### src/design/swq_pkg.sv
// Shared types and codes for the semaphore wait queue table.
// Used by swq_scan and semaphore_wait_queue_table; depends on nothing.
`default_nettype none

package swq_pkg;

	// Operation carried by one input transfer.
	typedef enum logic [1:0] {
		MODE_INSERT = 2'd0,
		MODE_REMOVE = 2'd1,
		MODE_OUT    = 2'd2,
		MODE_PEEK   = 2'd3
	} mode_t;

	// Result status codes.
	localparam logic [1:0] ST_OK        = 2'd0;
	localparam logic [1:0] ST_NO_FREE   = 2'd1;
	localparam logic [1:0] ST_NOT_FOUND = 2'd2;

	// Status of the descriptor key search, reported to the sequencer.
	typedef struct packed {
		logic done;
		logic hit;
		logic free_found;
	} scan_flags_t;

endpackage

`default_nettype wire

### src/design/swq_scan.sv
// Descriptor key search: while en is high, walks the key memory one entry
// a cycle through a single 32-bit comparator, noting the lowest free one.
// Depends on swq_pkg; the key memory itself lives in the top level.
`default_nettype none

module swq_scan
	import swq_pkg::*;
#(
	parameter int MAX_PROCS = 32,
	localparam int IW = $clog2(MAX_PROCS)
) (
	input  wire logic                 clk,
	input  wire logic                 arst_n,
	input  wire logic                 start,
	input  wire logic                 en,
	input  wire logic [31:0]          key,
	input  wire logic [31:0]          rd_data,
	input  wire logic [MAX_PROCS-1:0] active,
	output logic      [IW-1:0]        rd_addr,
	output scan_flags_t               flags,
	output logic      [IW-1:0]        hit_idx,
	output logic      [IW-1:0]        free_idx
);

	localparam int CW = $clog2(MAX_PROCS + 1);

	logic [CW-1:0] cnt_q;
	logic          chk_valid_s1;
	logic [IW-1:0] chk_idx_s1;
	logic          free_found_q;
	logic [IW-1:0] free_idx_q;
	logic          all_issued;
	logic          take_free;

	// The read address leads the compare by the memory's registered read.
	assign rd_addr    = cnt_q[IW-1:0];
	assign all_issued = (cnt_q == CW'(MAX_PROCS));
	assign take_free  = chk_valid_s1 && !active[chk_idx_s1] && !free_found_q;

	// Compare the returned key against the search key.
	always_comb begin
		flags.hit        = chk_valid_s1 && active[chk_idx_s1] && (rd_data == key);
		flags.done       = flags.hit || (!chk_valid_s1 && all_issued);
		flags.free_found = free_found_q;
	end

	assign hit_idx  = chk_idx_s1;
	assign free_idx = free_idx_q;

	// Search control: address counter and compare valid.
	always_ff @(posedge clk or negedge arst_n) begin
		if (!arst_n) begin
			cnt_q        <= '0;
			chk_valid_s1 <= 1'b0;
			free_found_q <= 1'b0;
		end else if (start) begin
			cnt_q        <= '0;
			chk_valid_s1 <= 1'b0;
			free_found_q <= 1'b0;
		end else if (en) begin
			if (!all_issued) begin
				chk_valid_s1 <= 1'b1;
				cnt_q        <= cnt_q + 1'b1;
			end else begin
				chk_valid_s1 <= 1'b0;
			end
			if (take_free) begin
				free_found_q <= 1'b1;
			end
		end
	end

	// Index of the entry under compare, and the first inactive one seen.
	always_ff @(posedge clk) begin
		if (en) begin
			chk_idx_s1 <= cnt_q[IW-1:0];
			if (take_free) begin
				free_idx_q <= chk_idx_s1;
			end
		end
	end

endmodule

`default_nettype wire

### src/design/semaphore_wait_queue_table.sv
// Semaphore wait queue table: descriptor pool with linked wait queues.
// Depends on swq_pkg and swq_scan.
//
// Usage: each input transfer (mode, sem_key, proc_id) is one request and
// gives exactly one result transfer (status, proc_out). Insert blocks a
// process on a key, remove takes the head of a key's queue, out takes a
// given process from its queue, and peek reads the head.
// The block handles one request at a time: in_stall is high from the
// transfer until the result is placed in the output register. The search
// for a key passes the descriptor key memory one entry a cycle through
// one comparator and stops at the first hit, so insert, remove and peek
// finish sooner when the key sits low in the pool. Out first reads the
// key the process waits on, then walks its queue through the next-pointer
// memory, passing states S_WALK and S_WALK_CHK for each entry passed.
// The result is held in an output register; a new request is taken while
// it waits, and a stalled result simply holds until out_stall falls, the
// next result waiting in the sequencer meanwhile.
// Reset clears all active and blocked flags at once; no clearing pass.
`default_nettype none

module semaphore_wait_queue_table
	import swq_pkg::*;
#(
	parameter int MAX_PROCS = 32
) (
	input  wire logic        clk,
	input  wire logic        arst_n,
	input  wire logic        in_valid,
	output logic             in_stall,
	input  wire logic [1:0]  mode,
	input  wire logic [31:0] sem_key,
	input  wire logic [4:0]  proc_id,
	output logic             out_valid,
	input  wire logic        out_stall,
	output logic      [1:0]  status,
	output logic      [4:0]  proc_out
);

	localparam int IW = $clog2(MAX_PROCS);

	typedef enum logic [3:0] {
		S_IDLE,
		S_WKEY,
		S_WLOAD,
		S_SCAN,
		S_HRD,
		S_DESC,
		S_INS_NEW,
		S_APPEND,
		S_POP,
		S_POP_WR,
		S_WALK,
		S_WALK_CHK,
		S_UNLINK,
		S_FIN
	} state_t;

	state_t               state_q;
	mode_t                mode_q;
	logic [31:0]          key_q;
	logic [IW-1:0]        pid_ix_q;
	logic [IW-1:0]        d_q;
	logic [IW-1:0]        cur_q;
	logic [IW-1:0]        tail_q;
	logic [1:0]           res_status_q;
	logic [4:0]           res_pout_q;
	logic                 out_valid_q;
	logic [1:0]           status_q;
	logic [4:0]           proc_out_q;
	logic [MAX_PROCS-1:0] desc_active_q;
	logic [MAX_PROCS-1:0] proc_blocked_q;

	// Storage for keys, queue pointers and wait keys.
	logic [31:0]   desc_key_q      [MAX_PROCS];
	logic [IW-1:0] desc_head_q     [MAX_PROCS];
	logic [IW-1:0] desc_tail_q     [MAX_PROCS];
	logic [IW-1:0] proc_next_q     [MAX_PROCS];
	logic [31:0]   proc_wait_key_q [MAX_PROCS];

	logic [31:0]   key_rd_q;
	logic [IW-1:0] head_rd_q;
	logic [IW-1:0] tail_rd_q;
	logic [IW-1:0] nx_rd_q;
	logic [31:0]   wk_rd_q;

	logic          key_we, head_we, tail_we, nx_we, wk_we;
	logic [IW-1:0] key_wa, head_wa, tail_wa, nx_wa, wk_wa;
	logic [IW-1:0] head_wd, tail_wd, nx_wd;
	logic [IW-1:0] key_ra, nx_ra;

	logic          in_xfer;
	logic          pid_ok;
	logic [IW-1:0] pid_in_ix;
	mode_t         mode_in;
	logic          out_free;

	scan_flags_t   scan_flags;
	logic [IW-1:0] scan_hit_idx;
	logic [IW-1:0] scan_free_idx;
	logic          scan_start;
	logic          scan_en;

	assign in_stall  = (state_q != S_IDLE);
	assign in_xfer   = in_valid && !in_stall;
	assign pid_ok    = (32'(proc_id) < 32'(MAX_PROCS));
	assign pid_in_ix = IW'(proc_id);
	assign mode_in   = mode_t'(mode);
	assign out_free  = !out_valid_q || !out_stall;

	assign out_valid = out_valid_q;
	assign status    = status_q;
	assign proc_out  = proc_out_q;

	assign scan_start = in_xfer || (state_q == S_WLOAD);
	assign scan_en    = (state_q == S_SCAN);

	// Key search over the descriptor pool.
	swq_scan #(
		.MAX_PROCS(MAX_PROCS)
	) u_scan (
		.clk      (clk),
		.arst_n   (arst_n),
		.start    (scan_start),
		.en       (scan_en),
		.key      (key_q),
		.rd_data  (key_rd_q),
		.active   (desc_active_q),
		.rd_addr  (key_ra),
		.flags    (scan_flags),
		.hit_idx  (scan_hit_idx),
		.free_idx (scan_free_idx)
	);

	// Next-pointer read: the walk reads the cursor, the unlink reads the
	// entry that follows the process being taken out.
	assign nx_ra = (state_q == S_WALK_CHK) ? pid_ix_q : cur_q;

	// Memory write controls, one write per memory in each cycle.
	always_comb begin
		key_we  = 1'b0;
		head_we = 1'b0;
		tail_we = 1'b0;
		nx_we   = 1'b0;
		wk_we   = 1'b0;
		key_wa  = scan_free_idx;
		head_wa = d_q;
		tail_wa = d_q;
		nx_wa   = pid_ix_q;
		wk_wa   = pid_ix_q;
		head_wd = pid_ix_q;
		tail_wd = pid_ix_q;
		nx_wd   = pid_ix_q;
		unique case (state_q)
			S_INS_NEW: begin
				key_we  = 1'b1;
				head_we = 1'b1;
				head_wa = scan_free_idx;
				tail_we = 1'b1;
				tail_wa = scan_free_idx;
				nx_we   = 1'b1;
				wk_we   = 1'b1;
			end
			S_DESC: begin
				if (mode_q == MODE_INSERT) begin
					nx_we   = 1'b1;
					nx_wa   = tail_rd_q;
					tail_we = 1'b1;
					wk_we   = 1'b1;
				end
			end
			S_APPEND: begin
				nx_we = 1'b1;
			end
			S_POP_WR: begin
				head_we = 1'b1;
				head_wd = nx_rd_q;
			end
			S_WALK_CHK: begin
				if (nx_rd_q == pid_ix_q && tail_q == pid_ix_q) begin
					tail_we = 1'b1;
					tail_wd = cur_q;
					nx_we   = 1'b1;
					nx_wa   = cur_q;
					nx_wd   = cur_q;
				end
			end
			S_UNLINK: begin
				nx_we = 1'b1;
				nx_wa = cur_q;
				nx_wd = nx_rd_q;
			end
			default: begin
			end
		endcase
	end

	// Descriptor key memory.
	always_ff @(posedge clk) begin
		if (key_we) begin
			desc_key_q[key_wa] <= key_q;
		end
		key_rd_q <= desc_key_q[key_ra];
	end

	// Queue head memory.
	always_ff @(posedge clk) begin
		if (head_we) begin
			desc_head_q[head_wa] <= head_wd;
		end
		head_rd_q <= desc_head_q[d_q];
	end

	// Queue tail memory.
	always_ff @(posedge clk) begin
		if (tail_we) begin
			desc_tail_q[tail_wa] <= tail_wd;
		end
		tail_rd_q <= desc_tail_q[d_q];
	end

	// Next-pointer memory linking blocked processes.
	always_ff @(posedge clk) begin
		if (nx_we) begin
			proc_next_q[nx_wa] <= nx_wd;
		end
		nx_rd_q <= proc_next_q[nx_ra];
	end

	// Key that each blocked process waits on.
	always_ff @(posedge clk) begin
		if (wk_we) begin
			proc_wait_key_q[wk_wa] <= key_q;
		end
		wk_rd_q <= proc_wait_key_q[pid_ix_q];
	end

	// Sequencer, flags and output register.
	always_ff @(posedge clk or negedge arst_n) begin
		if (!arst_n) begin
			state_q        <= S_IDLE;
			mode_q         <= MODE_INSERT;
			key_q          <= '0;
			pid_ix_q       <= '0;
			d_q            <= '0;
			cur_q          <= '0;
			tail_q         <= '0;
			res_status_q   <= ST_NOT_FOUND;
			res_pout_q     <= '0;
			out_valid_q    <= 1'b0;
			status_q       <= ST_NOT_FOUND;
			proc_out_q     <= '0;
			desc_active_q  <= '0;
			proc_blocked_q <= '0;
		end else begin
			if (out_valid_q && !out_stall) begin
				out_valid_q <= 1'b0;
			end
			unique case (state_q)
				S_IDLE: begin
					if (in_xfer) begin
						mode_q       <= mode_in;
						key_q        <= sem_key;
						pid_ix_q     <= pid_in_ix;
						res_status_q <= ST_NOT_FOUND;
						res_pout_q   <= '0;
						unique case (mode_in)
							MODE_INSERT: begin
								if (pid_ok && !proc_blocked_q[pid_in_ix]) begin
									state_q <= S_SCAN;
								end else begin
									state_q <= S_FIN;
								end
							end
							MODE_OUT: begin
								if (pid_ok && proc_blocked_q[pid_in_ix]) begin
									state_q <= S_WKEY;
								end else begin
									state_q <= S_FIN;
								end
							end
							default: begin
								state_q <= S_SCAN;
							end
						endcase
					end
				end
				S_WKEY: begin
					state_q <= S_WLOAD;
				end
				S_WLOAD: begin
					key_q   <= wk_rd_q;
					state_q <= S_SCAN;
				end
				S_SCAN: begin
					if (scan_flags.done) begin
						if (scan_flags.hit) begin
							d_q     <= scan_hit_idx;
							state_q <= S_HRD;
						end else if (mode_q == MODE_INSERT) begin
							if (scan_flags.free_found) begin
								state_q <= S_INS_NEW;
							end else begin
								res_status_q <= ST_NO_FREE;
								state_q      <= S_FIN;
							end
						end else begin
							state_q <= S_FIN;
						end
					end
				end
				S_HRD: begin
					state_q <= S_DESC;
				end
				S_DESC: begin
					cur_q  <= head_rd_q;
					tail_q <= tail_rd_q;
					unique case (mode_q)
						MODE_INSERT: begin
							proc_blocked_q[pid_ix_q] <= 1'b1;
							res_status_q             <= ST_OK;
							state_q                  <= S_APPEND;
						end
						MODE_PEEK: begin
							res_status_q <= ST_OK;
							res_pout_q   <= 5'(head_rd_q);
							state_q      <= S_FIN;
						end
						MODE_REMOVE: begin
							state_q <= S_POP;
						end
						default: begin
							if (head_rd_q == pid_ix_q) begin
								state_q <= S_POP;
							end else begin
								state_q <= S_WALK;
							end
						end
					endcase
				end
				S_INS_NEW: begin
					desc_active_q[scan_free_idx] <= 1'b1;
					proc_blocked_q[pid_ix_q]     <= 1'b1;
					res_status_q                 <= ST_OK;
					state_q                      <= S_FIN;
				end
				S_APPEND: begin
					state_q <= S_FIN;
				end
				S_POP: begin
					res_status_q <= ST_OK;
					res_pout_q   <= 5'(cur_q);
					if (cur_q == tail_q) begin
						// Last entry leaves: the descriptor goes back to the pool.
						desc_active_q[d_q]    <= 1'b0;
						proc_blocked_q[cur_q] <= 1'b0;
						state_q               <= S_FIN;
					end else begin
						state_q <= S_POP_WR;
					end
				end
				S_POP_WR: begin
					proc_blocked_q[cur_q] <= 1'b0;
					state_q               <= S_FIN;
				end
				S_WALK: begin
					if (cur_q == tail_q) begin
						state_q <= S_FIN;
					end else begin
						state_q <= S_WALK_CHK;
					end
				end
				S_WALK_CHK: begin
					if (nx_rd_q == pid_ix_q) begin
						if (tail_q == pid_ix_q) begin
							proc_blocked_q[pid_ix_q] <= 1'b0;
							res_status_q             <= ST_OK;
							res_pout_q               <= 5'(pid_ix_q);
							state_q                  <= S_FIN;
						end else begin
							state_q <= S_UNLINK;
						end
					end else begin
						cur_q   <= nx_rd_q;
						state_q <= S_WALK;
					end
				end
				S_UNLINK: begin
					proc_blocked_q[pid_ix_q] <= 1'b0;
					res_status_q             <= ST_OK;
					res_pout_q               <= 5'(pid_ix_q);
					state_q                  <= S_FIN;
				end
				S_FIN: begin
					if (out_free) begin
						out_valid_q <= 1'b1;
						status_q    <= res_status_q;
						proc_out_q  <= res_pout_q;
						state_q     <= S_IDLE;
					end
				end
				default: begin
					state_q <= S_IDLE;
				end
			endcase
		end
	end

	// Every active descriptor holds at least one blocked process.
	a_active_le_blocked: assert property (@(posedge clk) disable iff (!arst_n)
		$countones(desc_active_q) <= $countones(proc_blocked_q))
		else $error("more active descriptors than blocked processes");

	// A failed request never reports a process.
	a_fail_no_proc: assert property (@(posedge clk) disable iff (!arst_n)
		(out_valid && status != ST_OK) |-> (proc_out == 5'd0))
		else $error("process reported with a failing status");

	// Only defined status codes are produced.
	a_status_code: assert property (@(posedge clk) disable iff (!arst_n)
		out_valid |-> (status == ST_OK || status == ST_NO_FREE || status == ST_NOT_FOUND))
		else $error("undefined status code");

	// Once a request is taken, no further request is taken the next cycle.
	a_one_in_flight: assert property (@(posedge clk) disable iff (!arst_n)
		(in_valid && !in_stall) |=> in_stall)
		else $error("request taken while another is in flight");

endmodule

`default_nettype wire

### config.mk
export PLATFORM = sky130hd
export DESIGN_NAME = semaphore_wait_queue_table
export DESIGN_NICKNAME = d
export VERILOG_FILES = /design/src/design/swq_pkg.sv /design/src/design/swq_scan.sv /design/src/design/semaphore_wait_queue_table.sv
export SDC_FILE = /design/constraint.sdc
export NUM_CORES = 2
export LEC_CHECK = 0
export ABC_CLOCK_PERIOD_IN_PS = 5600
export BUFFER_PORTS_ARGS = -buffer_cell sky130_fd_sc_hd__buf_4
export CELL_PAD_IN_SITES_DETAIL_PLACEMENT = 0
export CELL_PAD_IN_SITES_GLOBAL_PLACEMENT = 1
export CORE_MARGIN = 2
export CORE_UTILIZATION = 45
export CTS_CLUSTER_DIAMETER = 50
export DETAILED_ROUTE_END_ITERATION = 10
export PLACE_DENSITY_LB_ADDON = 0.1
export SETUP_SLACK_MARGIN = 0.5
export SYNTH_ARGS = -nofsm -noshare
export SYNTH_HDL_FRONTEND = slang
export SYNTH_SLANG_ARGS = --single-unit
### constraint.sdc
create_clock -name clk -period 5.6 [get_ports clk]
set_clock_uncertainty 0.05 [all_clocks]
set_input_delay 1.12 -clock clk [delete_from_list [all_inputs] [get_ports clk]]
set_output_delay 1.12 -clock clk [all_outputs]
set_load 0.005 [all_outputs]
======== Yosys cells after proc, flatten, opt, wreduce, memory -nomap -nowiden ========
Memories as Yosys holds them, arrays and structs flattened. A register that Yosys moved wholly into a read port is not among the register bits.
Cells that the tools add are included.
storage, ports and cells
  register bits ........................... 155
  bits in writable memories ............... 2528
  input port bits ......................... 43
  output and inout port bits .............. 9
  memories kept ........................... 5
memory list
  memory           words  bits a word  read ports  clocked after Yosys merged registers in  write ports  RTL line                          source
  desc_key_q       32     32           1           1                                        1            semaphore_wait_queue_table.sv:74  logic [31:0] desc_key_q [MAX_PROCS];
  proc_wait_key_q  32     32           1           1                                        1            semaphore_wait_queue_table.sv:78  logic [31:0] proc_wait_key_q [MAX_PROCS];
  desc_head_q      32     5            1           1                                        1            semaphore_wait_queue_table.sv:75  logic [IW-1:0] desc_head_q [MAX_PROCS];
  desc_tail_q      32     5            1           1                                        1            semaphore_wait_queue_table.sv:76  logic [IW-1:0] desc_tail_q [MAX_PROCS];
  proc_next_q      32     5            1           1                                        1            semaphore_wait_queue_table.sv:77  logic [IW-1:0] proc_next_q [MAX_PROCS];
cells by class
  add/subtract/negate cells ............... 1
  magnitude comparators ................... 10
  equality and inequality tests ........... 36
  multiplexer cells ....................... 90
  bitwise logic cells ..................... 8
  reduce and logical (&&, ||, !) cells .... 51
operators by type and width
  operator                                                           count
  2-to-1 mux 32 bit                                                  6
  one-hot mux 32 bit (6 select lines)                                1
  one-hot mux 32 bit (2 select lines)                                2
  bitwise AND 32 bit                                                 3
  inverter 32 bit                                                    3
  OR 32 bit                                                          2
  2-to-1 mux 5 bit                                                   11
  one-hot mux 4 bit (11 select lines)                                1
  < comparator 5 x 6 -> 1 bit, second input constant                 6
  2-to-1 mux 4 bit                                                   9
  equality test 32 bit                                               1
  2-to-1 mux 1 bit                                                   30
  one-hot mux 5 bit (5 select lines)                                 1
  equality test 4 bit, second input constant                         6
  inequality test 2 bit, second input constant                       11
  demux 1 bit (select 5 bit)                                         4
  equality test 5 bit                                                4
  greater-or-equal comparator 5 x 1 -> 1 bit, second input constant  4
  one-hot mux 5 bit (2 select lines)                                 2
  2-to-1 mux 2 bit                                                   9
  2-to-1 mux 6 bit                                                   3
  equality test 4 x 3 -> 1 bit, second input constant                4
  AND reduction 2 bit                                                8
  one-hot mux 5 bit (3 select lines)                                 1
  29 further kinds                                                   64

======== Depth between registers and ports, before layout ========
  word-level depth ........................ 9
  gate-level depth with buffers ........... 12

======== Cells and area by module ========
From an unflattened synthesis, not the netlist that was laid out.
second synthesis, totals
  cell total of the unflattened synthesis .. 5133
  area, all modules ....................... 106427.1 um^2
modules (own cells, without submodules)
  module                      instances  cells an instance  area each (um^2)
  semaphore_wait_queue_table  1          4985               104990.7
  swq_scan                    1          148                1436.4

======== Worst setup path after synthesis ========
Ideal clock, no wire load.
  kind .................................... flip-flop to flip-flop
  start ................................... reg state_q[1]
  end ..................................... mem proc_wait_key_q[11][0] (enable)
  arrival ................................. 3.690 ns
  required time ........................... 5.089 ns
  path slack .............................. 1.399 ns
  stages on the path, launching flop included .. 8
  buffers on the path ..................... 2
  cells stage by stage .................... dfrtp_1 > buf_2 > inv_1 > nand2_1 > nor2_1 > clkbuf_1 > a21oi_1 > nor3_1
on the way
  longest elaborated chain between the ends .. 4
RTL lines
  element                                     RTL line                           source
  start, declared                             semaphore_wait_queue_table.sv:58   state_t state_q;
  start signal, assigned                      semaphore_wait_queue_table.sv:240  state_q <= S_IDLE;
  start signal, assigned                      semaphore_wait_queue_table.sv:269  state_q <= S_SCAN;
  start signal, assigned                      semaphore_wait_queue_table.sv:271  state_q <= S_FIN;
  equality test 4 x 3 -> 1 bit                semaphore_wait_queue_table.sv:153  unique case (state_q)
  one-hot mux 1 bit (2 select lines) (*)      semaphore_wait_queue_table.sv:153
  2-to-1 mux 1 bit (*)                        semaphore_wait_queue_table.sv:231  if (wk_we) begin
  2-to-1 mux 1 bit (not written as such) (*)  semaphore_wait_queue_table.sv:232  proc_wait_key_q[wk_wa] <= key_q;
  end, declared                               semaphore_wait_queue_table.sv:78
Mark *: on every way between the ends. The rest lies on a longest branch, timed or not.

======== Worst setup path in the final report ========
  start ................................... reg state_q[0]
  end ..................................... mem proc_wait_key_q[3][21] (enable)
Same word-level chain as after synthesis.

==> summary.md <==
* 38.6 nW — Leak Pwr
* 1.25 ns — pin slew with the least headroom to its limit
* 8832 — fin cells
* 416000 microns — wire length of the first global-routing pass
* 173000 microns — DPL Wire Length
* 0 — DRC Markers
* edfxtp_1 — most common cell after layout, fill and taps aside
* register — nature of the critical path startpoint
* 8238 — Cell Count Post-Placement
* 0 — number of max-capacitance violations reported
* 0.521 — core utilization of the finished layout
* 0 ns — setup TNS after final layout
* 5185 — total nets after synthesis
* no — unrepaired setup endpoints after global routing
* clkbuf_16 — Root Driver
* 490 microns — chip height
* 0.752 — final clock period utilization by the worst path
* edfxtp_1 (2538), mux4_2 (659), clkbuf_16 (341) — commonest cells after routing, fill and taps aside
* 51 — buffers added on ports
* 178 — std cell rows
* 0.235 sq mm — core region area
* 0 — Hold Violations, Final
* 5 — number of levels the H-tree was split into
* 0.240 sq mm — floorplan die area
* 0.766 — sequential-to-total area share from yosys stat
* 5469 — number of nets in the final layout
* 0 — total number of yosys warnings
* yes — TritonCTS clock tree
* 0.166 — headroom to the max-slew limit
* 15.2% — synthesis-to-layout area growth
* input port to async pin — type of the most critical hold path
* 20.7 sq um — Syn Area/Cell
* 71 — number of different library cells in the post-synthesis netlist
* 26 — maximum fanout encountered on the critical timing path
* 0 — remaining number of nets flagged by the antenna check after routing
* 0.0525 — post-synthesis async set-or-reset flop share
* 372 uV — Max rail drop VDD
* register — crit end category
* 0.842 — Final GP Congestion
* 512 mW/mm^2 — power density over cell area
* 33.4 microns — average wire per cell in the routed design
* 4 — Longest Clk Path Bufs
* 4.75 ns — arrival time of the worst setup path
* 62.8 mW — Total Power
* 0 — Gates resized, CTS repair
* 0.95 ns — Worst-Skew Late Latency
* 0.06 ns — clock-pin slew of the registers on the worst-case setup and hold paths
* 0 — final-report setup violation count
* 0.106 sq mm — synthesized cell area
* 4.21 ns — shortest clock period the worst path allows after layout
* 331 — clock buffers created by TritonCTS
* 490 microns — Horiz. Die Dim
* 0 — post-CTS setup buffers
* 54200 — via count of the first global-routing pass
* 0.452 — starting density of the core
* 0.281 — fraction of layout cells with a size suffix above 1
* 6.04 — vias per std cell
* 295000 microns — Final Routed Wirelength
* 18500 — filler instances
* 6 — number of detailed-route iterations in the first pass
* 0.717 — Synth top area share
* 0 — grt ovf
* 52 — Boundary Pins
* 2762 — flops & latches, synth
* 0.238 GHz — upper clock frequency limit
* edfxtp_1 — leading register cell type out of synthesis
* edfxtp_1 (72%), mux4_2 (14%), dfrtp_1 (3.4%) — top cells by area, synth
* 6.14 ns — required time of the worst setup path
* finished clean — run status
* edfxtp_1 — cell taking the most area after synthesis
* 0 — count of hold buffers inserted by post-cts repair
* 0.244 — GRT Total Usage
* 115 — largest net degree at the start of global routing
* 53300 — via count of the routed design
* 5137 — cell count after synthesis
* 0 — number of max-slew violations in the final report
* 2538 — number of enable flip-flop cells after synthesis
* 5930 — number of DRC markers after the initial detailed-route iteration
* register to register — worst setup path class
* 11 — number of antenna violations at the first check in global routing
* 2762 — number of sinks driven by the clock tree
-- layer usage --
metal / GRT usage / vias to the layer above / share of wire
met4: 0.0599 / 4 / 0.022
met5: 0 / - / 0.000071
met3: 0.0413 / 377 / 0.063
met2: 0.392 / 1958 / 0.49
met1: 0.351 / 29000 / 0.43
li1: - / 22000 / -
-- cell usage after synthesis (6+ instances only) --
library cell and number:
inv_1 15, nand4_1 53, edfxtp_1 2538, mux2i_1 75, buf_1 56, a31oi_1 62
nor4_1 15, xor2_1 23, nor2_1 218, nand2_1 240, o22ai_1 8, dfrtp_1 143
xnor2_1 35, buf_4 6, o21ai_0 77, dfxtp_1 79, mux2_2 59, a22oi_1 182
nand3_1 62, a21oi_1 29, o21ai_1 13, nand2b_1 19, a32oi_1 20, and2_1 9
clkbuf_1 173, mux2_1 17, and3_1 14, o22a_1 43, mux4_2 659, nor2b_1 14
nor3_1 44, buf_2 49
-- area by class of cell --
class / instances / area [sq um] / area share
timing repair buffer: 238 / 1930 / 0.0158
sequential: 2762 / 81500 / 0.665
inverter: 16 / 60.1 / 0.000490
clock inverter: 159 / 1680 / 0.0137
clock buffer: 429 / 9020 / 0.0737
tap: 3150 / 3940 / 0.0322
antenna: 6 / 15.0 / 0.000123
multi-input combinational: 2072 / 24300 / 0.199
-- registers in the layout, indices dropped and copies added (netlist names), 4 cells and up --
name	count
u_scan.hit_idx	5
wk_rd_q	32
desc_head_q	160
nx_rd_q	5
state_q	4
proc_out	5
proc_next_q	160
u_scan.free_idx	5
u_scan.cnt_q	6
desc_key_q	1024
d_q	5
res_pout_q	5
key_rd_q	32
cur_q	5
tail_q	5
key_q	32
pid_ix_q	5
proc_wait_key_q	1024
desc_active_q	32
head_rd_q	5
desc_tail_q	160
proc_blocked_q	32
tail_rd_q	5
-- cell families (layout without fill, tap and decap cells) --
group                    Yosys count  count (layout)  share of synthesized area
AO/OA/AOI/OAI                    477             477                     0.0316
flip-flops                      2762            2762                      0.766
XOR/XNOR                          58              58                    0.00478
adder cells (fa/ha/maj)            5               5                   0.000588
multiplexers                     811             811                      0.155
AND/OR/NAND/NOR                  721             721                     0.0309
buffers and inverters            303             842                     0.0116
other                              0               6                          0
-- worst max-delay path: stages, from the launching register on --
cell and delay [ns]:
dfrtp_1 0.85, nand2_1 0.36, nor2_1 0.20, buf_4 0.22
a21o_1 0.44, nand2_1 0.45, nor2_4 0.78, buf_4 0.45
-- power by group --
group / leakage, nW / internal, mW / total, mW / switching (mW)
sequential: 25.4 / 26.3 / 27.5 / 1.22
clock: 5.19 / 12.7 / 21.1 / 8.39
combinational: 7.94 / 4.88 / 14.2 / 9.31
-- through the flow --
stage,hold slack [ns],worst slack (ns),instance area (sq um)
final,0.158,1.39,122000
after detailed placement,0.380,1.54,112000
after floorplan,0.360,1.40,106000
after global placement,0.375,1.61,112000
after CTS,0.134,1.48,122000
after global routing,0.137,1.25,122000
-- worst paths after layout --
check                                              endpoint  slack [ns]              startpoint  cells after the start
max                        proc_wait_key_q[3][21]$_DFFE_PP_        1.39  state_q[0]$_DFFE_PN0P_                      7
min                                   key_q[13]$_DFFE_PN0P_        0.16                  arst_n                      1
max reg2reg                proc_wait_key_q[3][21]$_DFFE_PP_        1.39  state_q[0]$_DFFE_PN0P_                      7
min reg2reg                           key_q[30]$_DFFE_PN0P_        0.40     wk_rd_q[30]$_DFF_P_                      2
max in group asynchronous       u_scan.cnt_q[3]$_DFFE_PN0P_        4.09                  arst_n                      2
min in group clk                      key_q[30]$_DFFE_PN0P_        0.40     wk_rd_q[30]$_DFF_P_                      2
Note: power is estimated with default switching activity, not from simulation.
